<file path="src/hw/rtl/afgr_pkg.sv">
// ----------------------------------------------------------------------------
// afgr_pkg: shared types, constants and font table
// Result kinds, controller states, command/status structs and the 3x5 glyph
// table of the ASCII frame glyph rasteriser.
// ----------------------------------------------------------------------------
`default_nettype none

package afgr_pkg;

  // Default width of the frame count accumulator
  localparam int unsigned COUNT_BITS_DEF = 16;

  // Screen and cell geometry
  localparam int unsigned SCREEN_W  = 240;
  localparam int unsigned SCREEN_H  = 160;
  localparam int unsigned CELL_W    = 4;
  localparam int unsigned CELL_H    = 6;
  localparam int unsigned CELL_COLS = SCREEN_W / CELL_W;
  localparam int unsigned GLYPH_W   = 3;
  localparam int unsigned GLYPH_H   = 5;
  localparam int unsigned GLYPH_BITS = GLYPH_W * GLYPH_H;

  // Field widths
  localparam int unsigned BYTE_W  = 8;
  localparam int unsigned ROWS_W  = 5;
  localparam int unsigned SKIP_W  = 6;
  localparam int unsigned MARG_W  = 8;
  localparam int unsigned COORD_W = 8;
  localparam int unsigned HOLD_W  = 16;
  localparam int unsigned CFG_W   = 8;

  // Character codes
  localparam logic [BYTE_W-1:0] CHAR_NUL  = 8'h00;
  localparam logic [BYTE_W-1:0] CHAR_NL   = 8'h0A;
  localparam logic [BYTE_W-1:0] CHAR_ZERO = "0";
  localparam logic [BYTE_W-1:0] CHAR_NINE = "9";
  localparam logic [BYTE_W-1:0] COL_MAX   = 8'hFF;

  // Register reset values
  localparam logic [ROWS_W-1:0] ROWS_RST = 5'd13;
  localparam logic [SKIP_W-1:0] SKIP_RST = 6'd3;
  localparam logic [MARG_W-1:0] MARG_RST = 8'd38;

  // Configuration register indexes
  typedef logic [1:0] cfg_idx_t;
  localparam cfg_idx_t CFG_ROWS_PER_FRAME = 2'd0;
  localparam cfg_idx_t CFG_COLUMN_SKIP    = 2'd1;
  localparam cfg_idx_t CFG_TOP_MARGIN     = 2'd2;

  typedef enum logic [1:0] {
    KIND_PLOT  = 2'd0,
    KIND_START = 2'd1,
    KIND_DONE  = 2'd2
  } kind_e;

  typedef enum logic [2:0] {
    ST_IDLE,
    ST_START,
    ST_START_DONE,
    ST_DONE,
    ST_PLOT
  } state_e;

  // Controller to datapath
  typedef struct packed {
    logic  step;   // decode the byte on the input and update the cursor
    logic  load;   // load the output register
    kind_e kind;
    logic  last;   // last word of the byte (kinds start and done)
  } cmd_t;

  // Datapath to controller
  typedef struct packed {
    logic out_free;
    logic ev_start;
    logic ev_start_done;
    logic ev_done;
    logic ev_plot;
    logic plot_pend;
    logic plot_last;
  } sts_t;

  // 3x5 font: five 3-bit rows, top row in the upper bits, left pixel is the MSB
  function automatic logic [GLYPH_BITS-1:0] glyph_of(input logic [BYTE_W-1:0] ch);
    logic [GLYPH_BITS-1:0] g;
    case (ch)
      ".":           g = {3'd0, 3'd0, 3'd0, 3'd0, 3'd1};
      "@":           g = {3'd7, 3'd1, 3'd3, 3'd5, 3'd7};
      "-":           g = {3'd0, 3'd0, 3'd6, 3'd0, 3'd0};
      "*", "+":      g = {3'd0, 3'd2, 3'd7, 3'd2, 3'd0};
      "=":           g = {3'd0, 3'd7, 3'd0, 3'd7, 3'd0};
      "|":           g = {3'd2, 3'd2, 3'd2, 3'd2, 3'd0};
      "#", "8":      g = {3'd7, 3'd5, 3'd7, 3'd5, 3'd7};
      "_":           g = {3'd0, 3'd0, 3'd0, 3'd0, 3'd7};
      "<":           g = {3'd1, 3'd2, 3'd4, 3'd2, 3'd1};
      ">":           g = {3'd4, 3'd2, 3'd1, 3'd2, 3'd4};
      "/":           g = {3'd1, 3'd1, 3'd2, 3'd2, 3'd4};
      "\\":          g = {3'd4, 3'd4, 3'd2, 3'd2, 3'd1};
      "(":           g = {3'd2, 3'd4, 3'd4, 3'd4, 3'd2};
      ")":           g = {3'd4, 3'd2, 3'd2, 3'd2, 3'd4};
      "[":           g = {3'd6, 3'd4, 3'd4, 3'd4, 3'd6};
      "]":           g = {3'd6, 3'd2, 3'd2, 3'd2, 3'd6};
      "o", "O", "0": g = {3'd7, 3'd5, 3'd5, 3'd5, 3'd7};
      "a", "A":      g = {3'd2, 3'd5, 3'd7, 3'd5, 3'd5};
      "b", "B":      g = {3'd6, 3'd5, 3'd6, 3'd5, 3'd6};
      "c", "C":      g = {3'd3, 3'd4, 3'd4, 3'd4, 3'd3};
      "d", "D":      g = {3'd6, 3'd5, 3'd5, 3'd5, 3'd6};
      "e", "E":      g = {3'd7, 3'd4, 3'd7, 3'd4, 3'd7};
      "f", "F":      g = {3'd7, 3'd4, 3'd7, 3'd4, 3'd4};
      "g", "G":      g = {3'd7, 3'd4, 3'd5, 3'd5, 3'd7};
      "h", "H":      g = {3'd5, 3'd5, 3'd7, 3'd5, 3'd5};
      "i", "I":      g = {3'd7, 3'd2, 3'd2, 3'd2, 3'd7};
      "j", "J":      g = {3'd1, 3'd1, 3'd1, 3'd1, 3'd6};
      "k", "K":      g = {3'd5, 3'd5, 3'd6, 3'd5, 3'd5};
      "l", "L":      g = {3'd4, 3'd4, 3'd4, 3'd4, 3'd7};
      "m", "M":      g = {3'd5, 3'd7, 3'd5, 3'd5, 3'd5};
      "n", "N":      g = {3'd7, 3'd5, 3'd5, 3'd5, 3'd5};
      "p", "P":      g = {3'd7, 3'd5, 3'd7, 3'd4, 3'd4};
      "q", "Q":      g = {3'd2, 3'd5, 3'd5, 3'd5, 3'd3};
      "r", "R":      g = {3'd7, 3'd5, 3'd6, 3'd5, 3'd5};
      "s", "S":      g = {3'd3, 3'd4, 3'd2, 3'd1, 3'd6};
      "t", "T":      g = {3'd7, 3'd2, 3'd2, 3'd2, 3'd2};
      "u", "U":      g = {3'd5, 3'd5, 3'd5, 3'd5, 3'd7};
      "v", "V":      g = {3'd5, 3'd5, 3'd5, 3'd5, 3'd2};
      "w", "W":      g = {3'd5, 3'd5, 3'd5, 3'd7, 3'd5};
      "x", "X":      g = {3'd5, 3'd5, 3'd2, 3'd5, 3'd5};
      "y", "Y":      g = {3'd5, 3'd5, 3'd2, 3'd2, 3'd2};
      "z", "Z":      g = {3'd7, 3'd1, 3'd2, 3'd4, 3'd7};
      "~":           g = {3'd0, 3'd3, 3'd6, 3'd0, 3'd0};
      "1":           g = {3'd2, 3'd6, 3'd2, 3'd2, 3'd7};
      "2":           g = {3'd7, 3'd1, 3'd7, 3'd4, 3'd7};
      "3":           g = {3'd7, 3'd1, 3'd3, 3'd1, 3'd7};
      "4":           g = {3'd5, 3'd5, 3'd7, 3'd1, 3'd1};
      "!":           g = {3'd2, 3'd2, 3'd2, 3'd0, 3'd2};
      "5":           g = {3'd7, 3'd4, 3'd7, 3'd1, 3'd7};
      "6":           g = {3'd4, 3'd4, 3'd7, 3'd5, 3'd7};
      "7":           g = {3'd7, 3'd1, 3'd1, 3'd1, 3'd1};
      "9":           g = {3'd7, 3'd5, 3'd7, 3'd1, 3'd1};
      "'":           g = {3'd2, 3'd2, 3'd0, 3'd0, 3'd0};
      "?":           g = {3'd7, 3'd1, 3'd3, 3'd0, 3'd2};
      "\"":          g = {3'd5, 3'd5, 3'd0, 3'd0, 3'd0};
      default:       g = '0;
    endcase
    return g;
  endfunction

endpackage

`default_nettype wire

</file>
<file path="src/hw/rtl/afgr_in_if.sv">
// ----------------------------------------------------------------------------
// afgr_in_if: byte stream channel
// Valid/ready channel carrying one stream byte per word.
// ----------------------------------------------------------------------------
`default_nettype none

interface afgr_in_if;
  logic       valid;
  logic       ready;
  logic [7:0] stream_byte;

  modport source (output valid, output stream_byte, input ready);
  modport sink (input valid, input stream_byte, output ready);
endinterface

`default_nettype wire

</file>
<file path="src/hw/rtl/afgr_out_if.sv">
// ----------------------------------------------------------------------------
// afgr_out_if: result channel
// Valid/ready channel carrying one plot, frame start or frame done per word.
// ----------------------------------------------------------------------------
`default_nettype none

interface afgr_out_if;
  logic        valid;
  logic        ready;
  logic [1:0]  result_kind;
  logic [7:0]  pixel_x;
  logic [7:0]  pixel_y;
  logic [15:0] frame_hold_count;
  logic        last_of_run;

  modport source (output valid, output result_kind, output pixel_x, output pixel_y,
                  output frame_hold_count, output last_of_run, input ready);
  modport sink (input valid, input result_kind, input pixel_x, input pixel_y,
                input frame_hold_count, input last_of_run, output ready);
endinterface

`default_nettype wire

</file>
<file path="src/hw/rtl/afgr_ctrl.sv">
// ----------------------------------------------------------------------------
// afgr_ctrl: sequencing state machine
// Takes a byte when idle, then issues the frame start, frame done and pixel
// words that the datapath reports for it.
// ----------------------------------------------------------------------------
`default_nettype none

module afgr_ctrl (
  input  wire                clk_i,
  input  wire                rst_ni,
  input  wire                in_valid_i,
  output logic               in_ready_o,
  input  afgr_pkg::sts_t     sts_i,
  output afgr_pkg::cmd_t     cmd_o
);
  import afgr_pkg::*;

  state_e state_q, state_d;

  always_ff @(posedge clk_i or negedge rst_ni) begin
    if (!rst_ni) begin
      state_q <= ST_IDLE;
    end else begin
      state_q <= state_d;
    end
  end

  always_comb begin
    state_d     = state_q;
    in_ready_o  = 1'b0;
    cmd_o.step  = 1'b0;
    cmd_o.load  = 1'b0;
    cmd_o.kind  = KIND_PLOT;
    cmd_o.last  = 1'b0;
    unique case (state_q)
      ST_IDLE: begin
        in_ready_o = 1'b1;
        if (in_valid_i) begin
          cmd_o.step = 1'b1;
          priority if (sts_i.ev_start_done) state_d = ST_START_DONE;
          else if (sts_i.ev_start)          state_d = ST_START;
          else if (sts_i.ev_done)           state_d = ST_DONE;
          else if (sts_i.ev_plot)           state_d = ST_PLOT;
          else                              state_d = ST_IDLE;
        end
      end
      ST_START: begin
        cmd_o.kind = KIND_START;
        cmd_o.last = 1'b1;
        if (sts_i.out_free) begin
          cmd_o.load = 1'b1;
          state_d    = ST_IDLE;
        end
      end
      ST_START_DONE: begin
        cmd_o.kind = KIND_START;
        if (sts_i.out_free) begin
          cmd_o.load = 1'b1;
          state_d    = ST_DONE;
        end
      end
      ST_DONE: begin
        cmd_o.kind = KIND_DONE;
        cmd_o.last = 1'b1;
        if (sts_i.out_free) begin
          cmd_o.load = 1'b1;
          state_d    = ST_IDLE;
        end
      end
      ST_PLOT: begin
        cmd_o.kind = KIND_PLOT;
        if (sts_i.out_free) begin
          cmd_o.load = 1'b1;
          if (sts_i.plot_last) state_d = ST_IDLE;
        end
      end
      default: state_d = ST_IDLE;
    endcase
  end

`ifndef SYNTH
  // pixel scan never runs on an empty mask
  a_plot_pending: assert property (@(posedge clk_i) disable iff (!rst_ni)
    state_q == ST_PLOT |-> sts_i.plot_pend)
    else $error("plot state with empty glyph mask");

  // output register is only loaded when it can take a word
  a_load_free: assert property (@(posedge clk_i) disable iff (!rst_ni)
    cmd_o.load |-> sts_i.out_free)
    else $error("output loaded while occupied");

  // the last pixel of a glyph returns to idle
  a_plot_end: assert property (@(posedge clk_i) disable iff (!rst_ni)
    (state_q == ST_PLOT && cmd_o.load && sts_i.plot_last) |=> state_q == ST_IDLE)
    else $error("glyph scan did not finish");
`endif

endmodule

`default_nettype wire

</file>
<file path="src/hw/rtl/afgr_datapath.sv">
// ----------------------------------------------------------------------------
// afgr_datapath: cursor, count and glyph datapath
// Holds configuration, header/cursor state, the visible glyph mask of the
// current cell and the output register.
// ----------------------------------------------------------------------------
`default_nettype none

module afgr_datapath #(
  parameter int unsigned COUNT_BITS = afgr_pkg::COUNT_BITS_DEF
) (
  input  wire                              clk_i,
  input  wire                              rst_ni,
  input  wire                              cfg_we_i,
  input  wire  afgr_pkg::cfg_idx_t         cfg_idx_i,
  input  wire  [afgr_pkg::CFG_W-1:0]       cfg_data_i,
  input  wire  [afgr_pkg::BYTE_W-1:0]      byte_i,
  input  afgr_pkg::cmd_t                   cmd_i,
  output afgr_pkg::sts_t                   sts_o,
  output logic                             out_valid_o,
  input  wire                              out_ready_i,
  output logic [1:0]                       kind_o,
  output logic [afgr_pkg::COORD_W-1:0]     x_o,
  output logic [afgr_pkg::COORD_W-1:0]     y_o,
  output logic [afgr_pkg::HOLD_W-1:0]      cnt_o,
  output logic                             last_o
);
  import afgr_pkg::*;

  localparam int unsigned ACC_W = COUNT_BITS + 4;
  localparam int unsigned SY_W  = 10;

  // configuration
  logic [ROWS_W-1:0] rows_q;
  logic [SKIP_W-1:0] skip_q;
  logic [MARG_W-1:0] marg_q;

  // stream state
  logic                  header_q;
  logic [COUNT_BITS-1:0] count_q;
  logic [ROWS_W-1:0]     row_q;
  logic [BYTE_W-1:0]     col_q;
  logic [HOLD_W-1:0]     hold_q;

  // current cell
  logic [GLYPH_BITS-1:0] mask_q, mask_d;
  logic [COORD_W-1:0]    sx_q, sx_d;
  logic [COORD_W-1:0]    sy_q;

  // output register
  logic               valid_q;
  kind_e              kind_q;
  logic [COORD_W-1:0] x_q, y_q;
  logic [HOLD_W-1:0]  cnt_q;
  logic               last_q;

  logic is_digit, is_nl, is_nul;
  logic [ACC_W-1:0] acc_ext, acc_sum;
  logic [COUNT_BITS-1:0] count_sat;
  logic [COUNT_BITS+HOLD_W-1:0] count_wide;
  logic [ROWS_W-1:0] row_inc;
  logic [BYTE_W-1:0] col_rel;
  logic col_vis;
  logic [SY_W-1:0] sy_full;
  logic [GLYPH_BITS-1:0] glyph;
  logic out_free;
  logic [GLYPH_BITS-1:0] sel_oh;
  logic [2:0] sel_dy;
  logic [1:0] sel_dx;

  // ---- byte decode ----
  always_comb begin
    is_digit = (byte_i >= CHAR_ZERO) && (byte_i <= CHAR_NINE);
    is_nl    = (byte_i == CHAR_NL);
    is_nul   = (byte_i == CHAR_NUL);

    // count * 10 + digit, saturating
    acc_ext = ACC_W'(count_q);
    acc_sum = (acc_ext << 3) + (acc_ext << 1) + ACC_W'(byte_i - CHAR_ZERO);
    if (|acc_sum[ACC_W-1:COUNT_BITS]) count_sat = '1;
    else                              count_sat = acc_sum[COUNT_BITS-1:0];
    count_wide = {{HOLD_W{1'b0}}, count_q};

    row_inc = row_q + ROWS_W'(1);
    col_rel = col_q - BYTE_W'(skip_q);
    col_vis = (col_q >= BYTE_W'(skip_q)) && (col_rel < BYTE_W'(CELL_COLS));
    sx_d    = {col_rel[COORD_W-3:0], 2'b00};
    sy_full = (SY_W'(row_q) << 2) + (SY_W'(row_q) << 1) + SY_W'(marg_q);

    glyph  = glyph_of(byte_i);
    mask_d = '0;
    for (int dy = 0; dy < GLYPH_H; dy++) begin
      if ((sy_full + SY_W'(dy)) < SY_W'(SCREEN_H)) begin
        mask_d[GLYPH_BITS-1-GLYPH_W*dy -: GLYPH_W] =
          glyph[GLYPH_BITS-1-GLYPH_W*dy -: GLYPH_W];
      end
    end
    if (!col_vis) mask_d = '0;
  end

  // ---- pixel pick: highest mask bit first (raster order) ----
  always_comb begin
    sel_oh = '0;
    sel_dy = '0;
    sel_dx = '0;
    for (int i = 0; i < GLYPH_BITS; i++) begin
      if (mask_q[i]) begin
        sel_oh = GLYPH_BITS'(1) << i;
        sel_dy = 3'((GLYPH_BITS - 1 - i) / GLYPH_W);
        sel_dx = 2'((GLYPH_BITS - 1 - i) % GLYPH_W);
      end
    end
  end

  assign out_free = !valid_q || out_ready_i;

  always_comb begin
    sts_o.out_free      = out_free;
    sts_o.ev_start      = header_q && is_nl;
    sts_o.ev_start_done = header_q && is_nl && (rows_q == '0);
    sts_o.ev_done       = !header_q && (is_nul || (is_nl && (row_inc >= rows_q)));
    sts_o.ev_plot       = !header_q && !is_nul && !is_nl && (|mask_d);
    sts_o.plot_pend     = |mask_q;
    sts_o.plot_last     = ~|(mask_q & ~sel_oh);
  end

  // ---- configuration ----
  always_ff @(posedge clk_i or negedge rst_ni) begin
    if (!rst_ni) begin
      rows_q <= ROWS_RST;
      skip_q <= SKIP_RST;
      marg_q <= MARG_RST;
    end else if (cfg_we_i) begin
      unique case (cfg_idx_i)
        CFG_ROWS_PER_FRAME: rows_q <= cfg_data_i[ROWS_W-1:0];
        CFG_COLUMN_SKIP:    skip_q <= cfg_data_i[SKIP_W-1:0];
        CFG_TOP_MARGIN:     marg_q <= cfg_data_i[MARG_W-1:0];
        default: ;
      endcase
    end
  end

  // ---- stream state ----
  always_ff @(posedge clk_i or negedge rst_ni) begin
    if (!rst_ni) begin
      header_q <= 1'b1;
      count_q  <= '0;
      row_q    <= '0;
      col_q    <= '0;
      mask_q   <= '0;
    end else if (cmd_i.step) begin
      if (header_q) begin
        if (is_digit) begin
          count_q <= count_sat;
        end else if (is_nl) begin
          count_q  <= '0;
          row_q    <= '0;
          col_q    <= '0;
          header_q <= (rows_q == '0);
        end
      end else if (is_nul) begin
        header_q <= 1'b1;
      end else if (is_nl) begin
        row_q <= row_inc;
        col_q <= '0;
        if (row_inc >= rows_q) header_q <= 1'b1;
      end else begin
        if (col_q != COL_MAX) col_q <= col_q + BYTE_W'(1);
        mask_q <= mask_d;
      end
    end else if (cmd_i.load && cmd_i.kind == KIND_PLOT) begin
      mask_q <= mask_q & ~sel_oh;
    end
  end

  // cell origin and frame count snapshot
  always_ff @(posedge clk_i) begin
    if (cmd_i.step) begin
      sx_q   <= sx_d;
      sy_q   <= sy_full[COORD_W-1:0];
      hold_q <= count_wide[HOLD_W-1:0];
    end
  end

  // ---- output register ----
  always_ff @(posedge clk_i or negedge rst_ni) begin
    if (!rst_ni) begin
      valid_q <= 1'b0;
    end else if (cmd_i.load) begin
      valid_q <= 1'b1;
    end else if (out_ready_i) begin
      valid_q <= 1'b0;
    end
  end

  always_ff @(posedge clk_i) begin
    if (cmd_i.load) begin
      kind_q <= cmd_i.kind;
      if (cmd_i.kind == KIND_PLOT) begin
        x_q    <= sx_q + COORD_W'(sel_dx);
        y_q    <= sy_q + COORD_W'(sel_dy);
        last_q <= sts_o.plot_last;
      end else begin
        x_q    <= '0;
        y_q    <= '0;
        last_q <= cmd_i.last;
      end
      cnt_q <= (cmd_i.kind == KIND_START) ? hold_q : '0;
    end
  end

  assign out_valid_o = valid_q;
  assign kind_o      = kind_q;
  assign x_o         = x_q;
  assign y_o         = y_q;
  assign cnt_o       = cnt_q;
  assign last_o      = last_q;

`ifndef SYNTH
  // plotted pixels stay on screen
  a_plot_onscreen: assert property (@(posedge clk_i) disable iff (!rst_ni)
    (valid_q && kind_q == KIND_PLOT) |-> (x_q < COORD_W'(SCREEN_W) && y_q < COORD_W'(SCREEN_H)))
    else $error("pixel off screen");

  // frame start and done carry no coordinates
  a_event_coords: assert property (@(posedge clk_i) disable iff (!rst_ni)
    (valid_q && kind_q != KIND_PLOT) |-> (x_q == '0 && y_q == '0))
    else $error("event word with coordinates");
`endif

endmodule

`default_nettype wire

</file>
<file path="src/hw/rtl/ascii_frame_glyph_rasterizer_top.sv">
// ----------------------------------------------------------------------------
// ascii_frame_glyph_rasterizer_top: ASCII animation text rasteriser
// Parses a header frame count, then draws each frame byte as a 3x5 glyph in a
// 4x6 cell and emits one word per lit pixel, plus frame start and done words.
// ----------------------------------------------------------------------------
//  channel  | dir | handshake            | word
//  ---------+-----+----------------------+-----------------------------------
//  in_i     | in  | valid/ready          | stream_byte
//  out_o    | out | valid/ready          | kind, x, y, hold count, last flag
//  cfg      | in  | cfg_we_i, no stall   | cfg_idx_i, cfg_data_i
//
//  A byte is taken when the controller is idle, and is decoded and the cursor
//  moves as it is taken; it then occupies the controller while its result words
//  (0..13 of them) are issued through the single output register, which takes
//  one word a cycle unless the sink stalls it.
//  A stalled output register holds the word and the controller waits on it;
//  no new byte is taken until the last word of the current one is loaded.
//  Reset (rst_ni, asynchronous, active low) restores header mode, clears the
//  count and cursor, and loads the register defaults 13 / 3 / 38.
// ----------------------------------------------------------------------------
`default_nettype none

module ascii_frame_glyph_rasterizer_top #(
  parameter int unsigned COUNT_BITS = afgr_pkg::COUNT_BITS_DEF
) (
  input  wire                        clk_i,
  input  wire                        rst_ni,
  afgr_in_if.sink                    in_i,
  afgr_out_if.source                 out_o,
  input  wire                        cfg_we_i,
  input  wire  afgr_pkg::cfg_idx_t   cfg_idx_i,
  input  wire  [afgr_pkg::CFG_W-1:0] cfg_data_i
);
  import afgr_pkg::*;

  cmd_t cmd;
  sts_t sts;

  // controller: byte acceptance and word sequencing
  afgr_ctrl u_ctrl (
    .clk_i      (clk_i),
    .rst_ni     (rst_ni),
    .in_valid_i (in_i.valid),
    .in_ready_o (in_i.ready),
    .sts_i      (sts),
    .cmd_o      (cmd)
  );

  // datapath: count parse, cursor, glyph mask, output register
  afgr_datapath #(
    .COUNT_BITS (COUNT_BITS)
  ) u_dp (
    .clk_i       (clk_i),
    .rst_ni      (rst_ni),
    .cfg_we_i    (cfg_we_i),
    .cfg_idx_i   (cfg_idx_i),
    .cfg_data_i  (cfg_data_i),
    .byte_i      (in_i.stream_byte),
    .cmd_i       (cmd),
    .sts_o       (sts),
    .out_valid_o (out_o.valid),
    .out_ready_i (out_o.ready),
    .kind_o      (out_o.result_kind),
    .x_o         (out_o.pixel_x),
    .y_o         (out_o.pixel_y),
    .cnt_o       (out_o.frame_hold_count),
    .last_o      (out_o.last_of_run)
  );

endmodule

`default_nettype wire

</file>
<file path="src/flat_wrapper.sv">
// flat-port wrapper written by rule: the top's interface ports become plain ports
module ascii_frame_glyph_rasterizer_top_flat import afgr_pkg::*;
#(
  parameter int unsigned COUNT_BITS = afgr_pkg::COUNT_BITS_DEF
)
  (clk_i, rst_ni, cfg_we_i, cfg_idx_i, cfg_data_i, in_i_valid, in_i_stream_byte, in_i_ready, out_o_valid, out_o_result_kind, out_o_pixel_x, out_o_pixel_y, out_o_frame_hold_count, out_o_last_of_run, out_o_ready);
  afgr_in_if in_i_i ();
  afgr_out_if out_o_i ();
  input  wire clk_i;
  input  wire rst_ni;
  input  wire cfg_we_i;
  input  wire  afgr_pkg::cfg_idx_t cfg_idx_i;
  input  wire  [afgr_pkg::CFG_W-1:0] cfg_data_i;
  input wire logic [$bits(in_i_i.valid)-1:0] in_i_valid;
  input wire logic [$bits(in_i_i.stream_byte)-1:0] in_i_stream_byte;
  output wire logic [$bits(in_i_i.ready)-1:0] in_i_ready;
  output wire logic [$bits(out_o_i.valid)-1:0] out_o_valid;
  output wire logic [$bits(out_o_i.result_kind)-1:0] out_o_result_kind;
  output wire logic [$bits(out_o_i.pixel_x)-1:0] out_o_pixel_x;
  output wire logic [$bits(out_o_i.pixel_y)-1:0] out_o_pixel_y;
  output wire logic [$bits(out_o_i.frame_hold_count)-1:0] out_o_frame_hold_count;
  output wire logic [$bits(out_o_i.last_of_run)-1:0] out_o_last_of_run;
  input wire logic [$bits(out_o_i.ready)-1:0] out_o_ready;
  assign in_i_i.valid = in_i_valid;
  assign in_i_i.stream_byte = in_i_stream_byte;
  assign in_i_ready = in_i_i.ready;
  assign out_o_valid = out_o_i.valid;
  assign out_o_result_kind = out_o_i.result_kind;
  assign out_o_pixel_x = out_o_i.pixel_x;
  assign out_o_pixel_y = out_o_i.pixel_y;
  assign out_o_frame_hold_count = out_o_i.frame_hold_count;
  assign out_o_last_of_run = out_o_i.last_of_run;
  assign out_o_i.ready = out_o_ready;
  ascii_frame_glyph_rasterizer_top #(.COUNT_BITS(COUNT_BITS)) u_core (.clk_i(clk_i), .rst_ni(rst_ni), .in_i(in_i_i), .out_o(out_o_i), .cfg_we_i(cfg_we_i), .cfg_idx_i(cfg_idx_i), .cfg_data_i(cfg_data_i));
endmodule
</file>
<file path="config.mk">
export PLATFORM = sky130hd
export DESIGN_NAME = ascii_frame_glyph_rasterizer_top_flat
export DESIGN_NICKNAME = d
export VERILOG_FILES = /design/src/hw/rtl/afgr_pkg.sv /design/src/hw/rtl/afgr_in_if.sv /design/src/hw/rtl/afgr_out_if.sv /design/src/hw/rtl/afgr_ctrl.sv /design/src/hw/rtl/afgr_datapath.sv /design/src/hw/rtl/ascii_frame_glyph_rasterizer_top.sv /design/src/flat_wrapper.sv
export SDC_FILE = /design/constraint.sdc
export NUM_CORES = 1
export LEC_CHECK = 0
export BUFFER_PORTS_ARGS = -buffer_cell sky130_fd_sc_hd__buf_2
export CORE_ASPECT_RATIO = 0.75
export CORE_MARGIN = 4
export CORE_UTILIZATION = 53
export DETAILED_ROUTE_END_ITERATION = 8
export GPL_TIMING_DRIVEN = 0
export PLACE_DENSITY = 0.71
export SLEW_MARGIN = 20
export SYNTH_ARGS = -nofsm -noshare
export SYNTH_HDL_FRONTEND = slang
export SYNTH_SLANG_ARGS = --single-unit
</file>
<file path="constraint.sdc">
create_clock -name clk_i -period 5.2 [get_ports clk_i]
set_input_delay 0.78 -clock clk_i [delete_from_list [all_inputs] [get_ports clk_i]]
set_output_delay 0.78 -clock clk_i [all_outputs]
set_load 0.02 [all_outputs]
</file>
=== After elaboration in Yosys (flattened, before gate mapping) ===
Memories as Yosys holds them, arrays and structs flattened.
Cells that the tools add are included.

* Flip-flop bits (word level): 133
* Latch bits: 0
* Bits in writable memories: 0
* Memory bits (read-only): 1920
* Input bits: 23
* Output and inout bits: 37
* Word-level logic and storage cells: 200
* Memories: 1

{| class="wikitable"
|+ Memory list
! name !! words !! width !! read ports !! clocked after Yosys merged registers in !! write ports !! RTL line !! text
|-
| (name not given) || 128 || 15 || 1 || 0 || 0 || afgr_pkg.sv:86 || <nowiki>case (ch)</nowiki>
|}

* $add $sub $neg: 14
* Multipliers: 0
* Divide/modulo/power cells: 0
* $lt $le $gt $ge: 10
* Eq/ne operators: 20
* Shift operators: 0
* Multiplexer cells: 96
* Bitwise logic cells: 2
* Reduce and logical (&&, ||, !) cells: 39

{| class="wikitable"
|+ Operators by type and width
! kind !! number
|-
| $mux 15 || 21
|-
| $mux 3 || 29
|-
| $mux 16 || 3
|-
| $mux 8 || 6
|-
| $lt 10x8->1 const B || 4
|-
| $mux 2 || 15
|-
| $reduce_or 15->1 || 2
|-
| $mux 5 || 5
|-
| $add 19x17->20 || 1
|-
| $add 20x20->20 || 1
|-
| $add 9x2->10 const B || 2
|-
| $ne 2x2->1 const B || 9
|-
| $and 15x15->15 || 1
|-
| $mux 1 || 15
|-
| $not 15->15 || 1
|-
| $pmux 3 s4 || 1
|-
| $add 9x1->10 const B || 1
|-
| $add 9x3->10 const B || 1
|-
| $logic_and 1x1->1 || 10
|-
| $reduce_and 5->1 || 2
|-
| $add 8x8->9 || 1
|-
| $lt 9x8->1 const B || 1
|-
| $pmux 3 s3 || 1
|-
| $sub 8x6->9 const B || 1
|-
| other kinds (31) || 47
|}

=== Depth between registers and ports, before layout ===
* Depth in word-level cells: 21
* Depth in mapped cells: 18

=== Modules after synthesis ===
A second synthesis with hierarchy kept.

* Cell total of the unflattened synthesis: 1059
* Area total of the unflattened synthesis: 9740.6 µm²

{| class="wikitable"
|+ By module, submodules not included
! module !! instances !! cells each !! area an instance (µm²)
|-
| afgr_datapath || 1 || 1032 || 9511.6
|-
| afgr_ctrl || 1 || 27 || 229.0
|}

=== Least setup slack after synthesis ===
OpenSTA, ideal clock, no wires.

* Path type: input to register
* From: in in_i_stream_byte[5]
* To: reg u_core.u_dp.count_q[15]
* Arrival: 4.406 ns
* Data required time: 5.074 ns
* Path slack: 0.668 ns
* Stages: 16
* Buffers on the path: 4
* Cell sequence: buf_2 > buf_1 > clkbuf_1 > a21oi_1 > xnor2_1 > fa_1 > inv_1 > ha_1 > and2_0 > o2111a_1 > or3_1 > o21ai_0 > mux2i_1 > a41oi_2 > buf_4 > a221o_1

* Longest elaborated chain between the ends: 5
* Elaborated cells on any way between the ends: 11
* Classes of those cells: add/sub: 2; order compare: 2; eq/ne: 1; mux: 2; reduce/logical: 4

{| class="wikitable"
|+ Ends and longest elaborated chain
! item !! RTL line !! text
|-
| start, declared || flat_wrapper.sv:15 || <nowiki>input wire logic [$bits(in_i_i.stream_byte)-1:0] in_i_stream_byte;</nowiki>
|-
| $sub 8x6->9 || afgr_datapath.sv:78 || <nowiki>acc_sum = (acc_ext << 3) + (acc_ext << 1) + ACC_W'(byte_i - CHAR_ZERO);</nowiki>
|-
| $add 20x20->20 || afgr_datapath.sv:78 ||
|-
| $reduce_or 4->1 || afgr_datapath.sv:79 || <nowiki>if (|acc_sum[ACC_W-1:COUNT_BITS]) count_sat = '1;</nowiki>
|-
| $mux 16 || afgr_datapath.sv:79 ||
|-
| $mux 16 || afgr_datapath.sv:152 || <nowiki>if (is_digit) begin</nowiki>
|-
| end signal, assigned || afgr_datapath.sv:153 || <nowiki>count_q <= count_sat;</nowiki>
|-
| end, declared || afgr_datapath.sv:39 || <nowiki>logic [COUNT_BITS-1:0] count_q;</nowiki>
|}

Parallel ways exist; a longest one is shown, timed or not.
A chain may end at the register's enable or synchronous reset.

=== Worst setup path in the final report ===
* From: in in_i_stream_byte[4]
* To: reg u_core.u_dp.count_q[13]

The elaborated chain is that of the path after synthesis.

==> flow_summary.json <==
{
  "final_cell_area_um2": 10900,
  "first_pass_iters": 7,
  "leakage_nw": 4.66,
  "cp-end-kind": "flip-flop",
  "synth_area_per_cell_um2": 9.55,
  "portBuffers": 59,
  "hold_path_class": "in -> async",
  "post_synth_num_cell_types": 86,
  "cts.clk_slew.worst_paths_ns": 0.07,
  "hold_violations": 0,
  "grt_pass1_vias": 7840,
  "cts.hold.buffers_added": 0,
  "ant_nets": 0,
  "area_delta_synth_final_pct": 13.2,
  "dieHeight_um": 125,
  "p_total_mw": 4.14,
  "die_area_um2": 20400,
  "cts_setup_buffers": 0,
  "final_cell_count_no_fill": 1340,
  "gp_congestion": 1.02,
  "cap_violations": 0,
  "fin_setup_tns_ns": 0,
  "clk_latency_ns": 0.42,
  "tritoncts": "yes",
  "maxSlewViolCount": 0,
  "n_antenna_cell": 0,
  "slowest_delay_ns": 0.48,
  "critPathLaunchType": "input port",
  "cts_htree_levels": 4,
  "vias_per_cell": 6.33,
  "synth.cell_area_um2": 9620,
  "path_class": "in -> reg",
  "first_iter_violations": 1060,
  "synth_edf_count": 65,
  "gr-usage-all-layers_pct": 26.2,
  "finalSetupViolCount": 0,
  "syn-instance-count": 1007,
  "worstMarginPinSlew_ns": 1.02,
  "grt_overflow": 0,
  "worstPathMaxFanout": 15,
  "row_count": 42,
  "crit_chain": "buf_2, clkbuf_1, inv_1, ha_1, inv_1, fa_1, inv_1, ha_1, a21o_1, a21oi_1, a221oi_1, nor4_1, o211ai_1, o31ai_1, a41oi_2, buf_4, a221o_1",
  "period_minus_slack_ns": 4.84,
  "syn_nets": 1110,
  "numCtsBuffers": 17,
  "post_drt_wl_per_cell_um": 19.8,
  "pre_cts_ws_ns": -0.276,
  "cts.path.max_buffers": 2,
  "die_w_um": 164,
  "rsz0062_at_grt": "no",
  "cts.repair.resized": 0,
  "vias": 8483,
  "nets": 1188,
  "root_buffer": "clkbuf_16",
  "pin_count": 60,
  "placed_area_um2": 10300,
  "initial_core_util_pct": 54.3,
  "coreArea_um2": 17700,
  "max_freq_mhz": 207,
  "final.period_utilization_pct": 93.1,
  "drc": 0,
  "setup_slack_ns": 0.359,
  "dp.cells": 1311,
  "grt_max_degree": 37,
  "drive_gt1_share_pct": 15.4,
  "async_reset_ff_share_pct": 51.1,
  "path_delay_family": "compound AO/OA/AOI/OAI gates",
  "power_density_nw_per_um2": 380,
  "slew_headroom_pct": 32.0,
  "antenna_found_initial": 0,
  "fin_util_pct": 61.5,
  "ys_seq_area_share_pct": 38.1,
  "synth_ff_type": "edfxtp_1",
  "critPathMostFrequentCell": "inv_1",
  "clock_skew_ns": 0.00840,
  "arrival_ns": 5.14,
  "grt_pass1_wl_um": 42500,
  "dp_hpwl_um": 19500,
  "critical_path_required_ns": 5.50,
  "status": "finished clean",
  "cp_num_buf_inv": 6,
  "critPathSlowestCell": "fa_1",
  "yosysWarnings": 0,
  "wl_um": 26500,
  "nFillCells": 1519,
  "ir_drop_uv": 260,
  "synth-seq-cells": 133,
  "clock_sinks": 133,
  "finalHoldWorstSlack_ns": 0.316
}
-- registers in the layout (all words and copies together) (netlist names) --
signal	count
u_core.u_dp.hold_q	16
u_core.u_dp.sy_q	8
u_core.u_dp.last_o	1
u_core.u_ctrl.state_q	3
u_core.u_dp.y_o	8
u_core.u_dp.kind_o	2
u_core.u_dp.out_valid_o	1
u_core.u_dp.rows_q	5
u_core.u_dp.header_q	1
u_core.u_dp.mask_q	15
u_core.u_dp.skip_q	6
u_core.u_dp.cnt_o	16
u_core.u_dp.marg_q	8
u_core.u_dp.sx_q	6
u_core.u_dp.row_q	5
u_core.u_dp.count_q	16
u_core.u_dp.col_q	8
u_core.u_dp.x_o	8
-- placed cells by master, fill, tap and decap left out, types with 11 or more instances in the layout --
cell type / count
a211oi_1: 13
dfrtp_1: 59
nor2b_1: 25
xor2_1: 14
xnor2_1: 18
fa_1: 22
ha_1: 58
o22ai_1: 11
nand3_1: 21
buf_2: 72
edfxtp_1: 65
clkbuf_16: 17
a221o_1: 16
and2_1: 21
nor2_1: 68
mux2_2: 17
clkbuf_1: 24
and3_1: 13
nand2_1: 66
nand2b_1: 26
a21o_1: 13
o21ai_0: 80
o211ai_1: 14
a21oi_1: 63
nor3_1: 17
inv_1: 56
o31ai_1: 13
-- Yosys cell counts, drive strengths merged, types with 18 or more instances --
| cell type | count | area, um^2 |
|---|---|---|
| nor2b | 25 | 156 |
| inv | 56 | 210 |
| nor2 | 71 | 274 |
| fa | 22 | 440 |
| xnor2 | 18 | 158 |
| edfxtp | 65 | 1950 |
| buf | 24 | 118 |
| a21oi | 63 | 315 |
| and2 | 22 | 138 |
| nor3 | 19 | 100 |
| nand3 | 21 | 105 |
| nand2b | 26 | 163 |
| clkbuf | 28 | 106 |
| ha | 58 | 726 |
| dfrtp | 59 | 1480 |
| o21ai | 81 | 409 |
| nand2 | 67 | 254 |
-- metal layers --
layer / GRT usage [%] / up-vias / share of wire, % / wire length [um]
met2: 37.2 / 476 / 42 / 11200
met3: 7.38 / 75 / 11 / 2840
li1: - / 3893 / - / -
met5: 0 / - / 0 / 0
met4: 8.04 / 0 / 2.4 / 631
met1: 38.8 / 4039 / 45 / 11800
-- worst paths after layout --
path | from | end | slack, ns | cells after the start
setup / recovery | in_i_stream_byte[4] | u_core.u_dp.count_q[13]$_DFFE_PN0P_ | 0.36 | 17
hold / removal | rst_ni | u_core.u_dp.marg_q[0]$_DFFE_PN0P_ | 0.32 | 1
setup reg to reg | u_core.u_dp.count_q[4]$_DFFE_PN0P_ | u_core.u_dp.count_q[13]$_DFFE_PN0P_ | 1.41 | 12
hold reg to reg | u_core.u_dp.skip_q[2]$_DFFE_PN0P_ | u_core.u_dp.skip_q[2]$_DFFE_PN0P_ | 0.51 | 1
max in group asynchronous | rst_ni | u_core.u_dp.header_q$_DFFE_PN1P_ | 4.26 | 2
min in group clk_i | u_core.u_dp.skip_q[2]$_DFFE_PN0P_ | u_core.u_dp.skip_q[2]$_DFFE_PN0P_ | 0.51 | 1
-- final cells by class --
cell class	instances	area (um^2)	share of cell area [%]
Tap cell	242	303	2.78
Inverter	58	218	2.00
Timing Repair Buffer	62	373	3.42
Sequential cell	133	3660	33.6
Buffer	49	215	1.98
Clock inverter	15	161	1.48
Clock buffer	17	425	3.91
Multi-Input combinational cell	764	5530	50.8
-- kinds of logic after synthesis --
family | synth area share [%]
flops | 38.1
simple gates | 16.6
mux | 3.06
compound gates | 22.4
xor+xnor | 2.91
fa+ha+maj | 12.3
buf+inv | 4.59
-- power by group --
| group | switching (mW) | total [mW] | leakage (nW) | internal, mW |
|---|---|---|---|---|
| combinational | 0.890 | 1.46 | 2.88 | 0.566 |
| clock | 0.527 | 1.21 | 0.289 | 0.682 |
| sequential | 0.118 | 1.48 | 1.49 | 1.36 |
| total | 1.53 | 4.14 | 4.66 | 2.60 |
(Power assumes the default switching activity.)
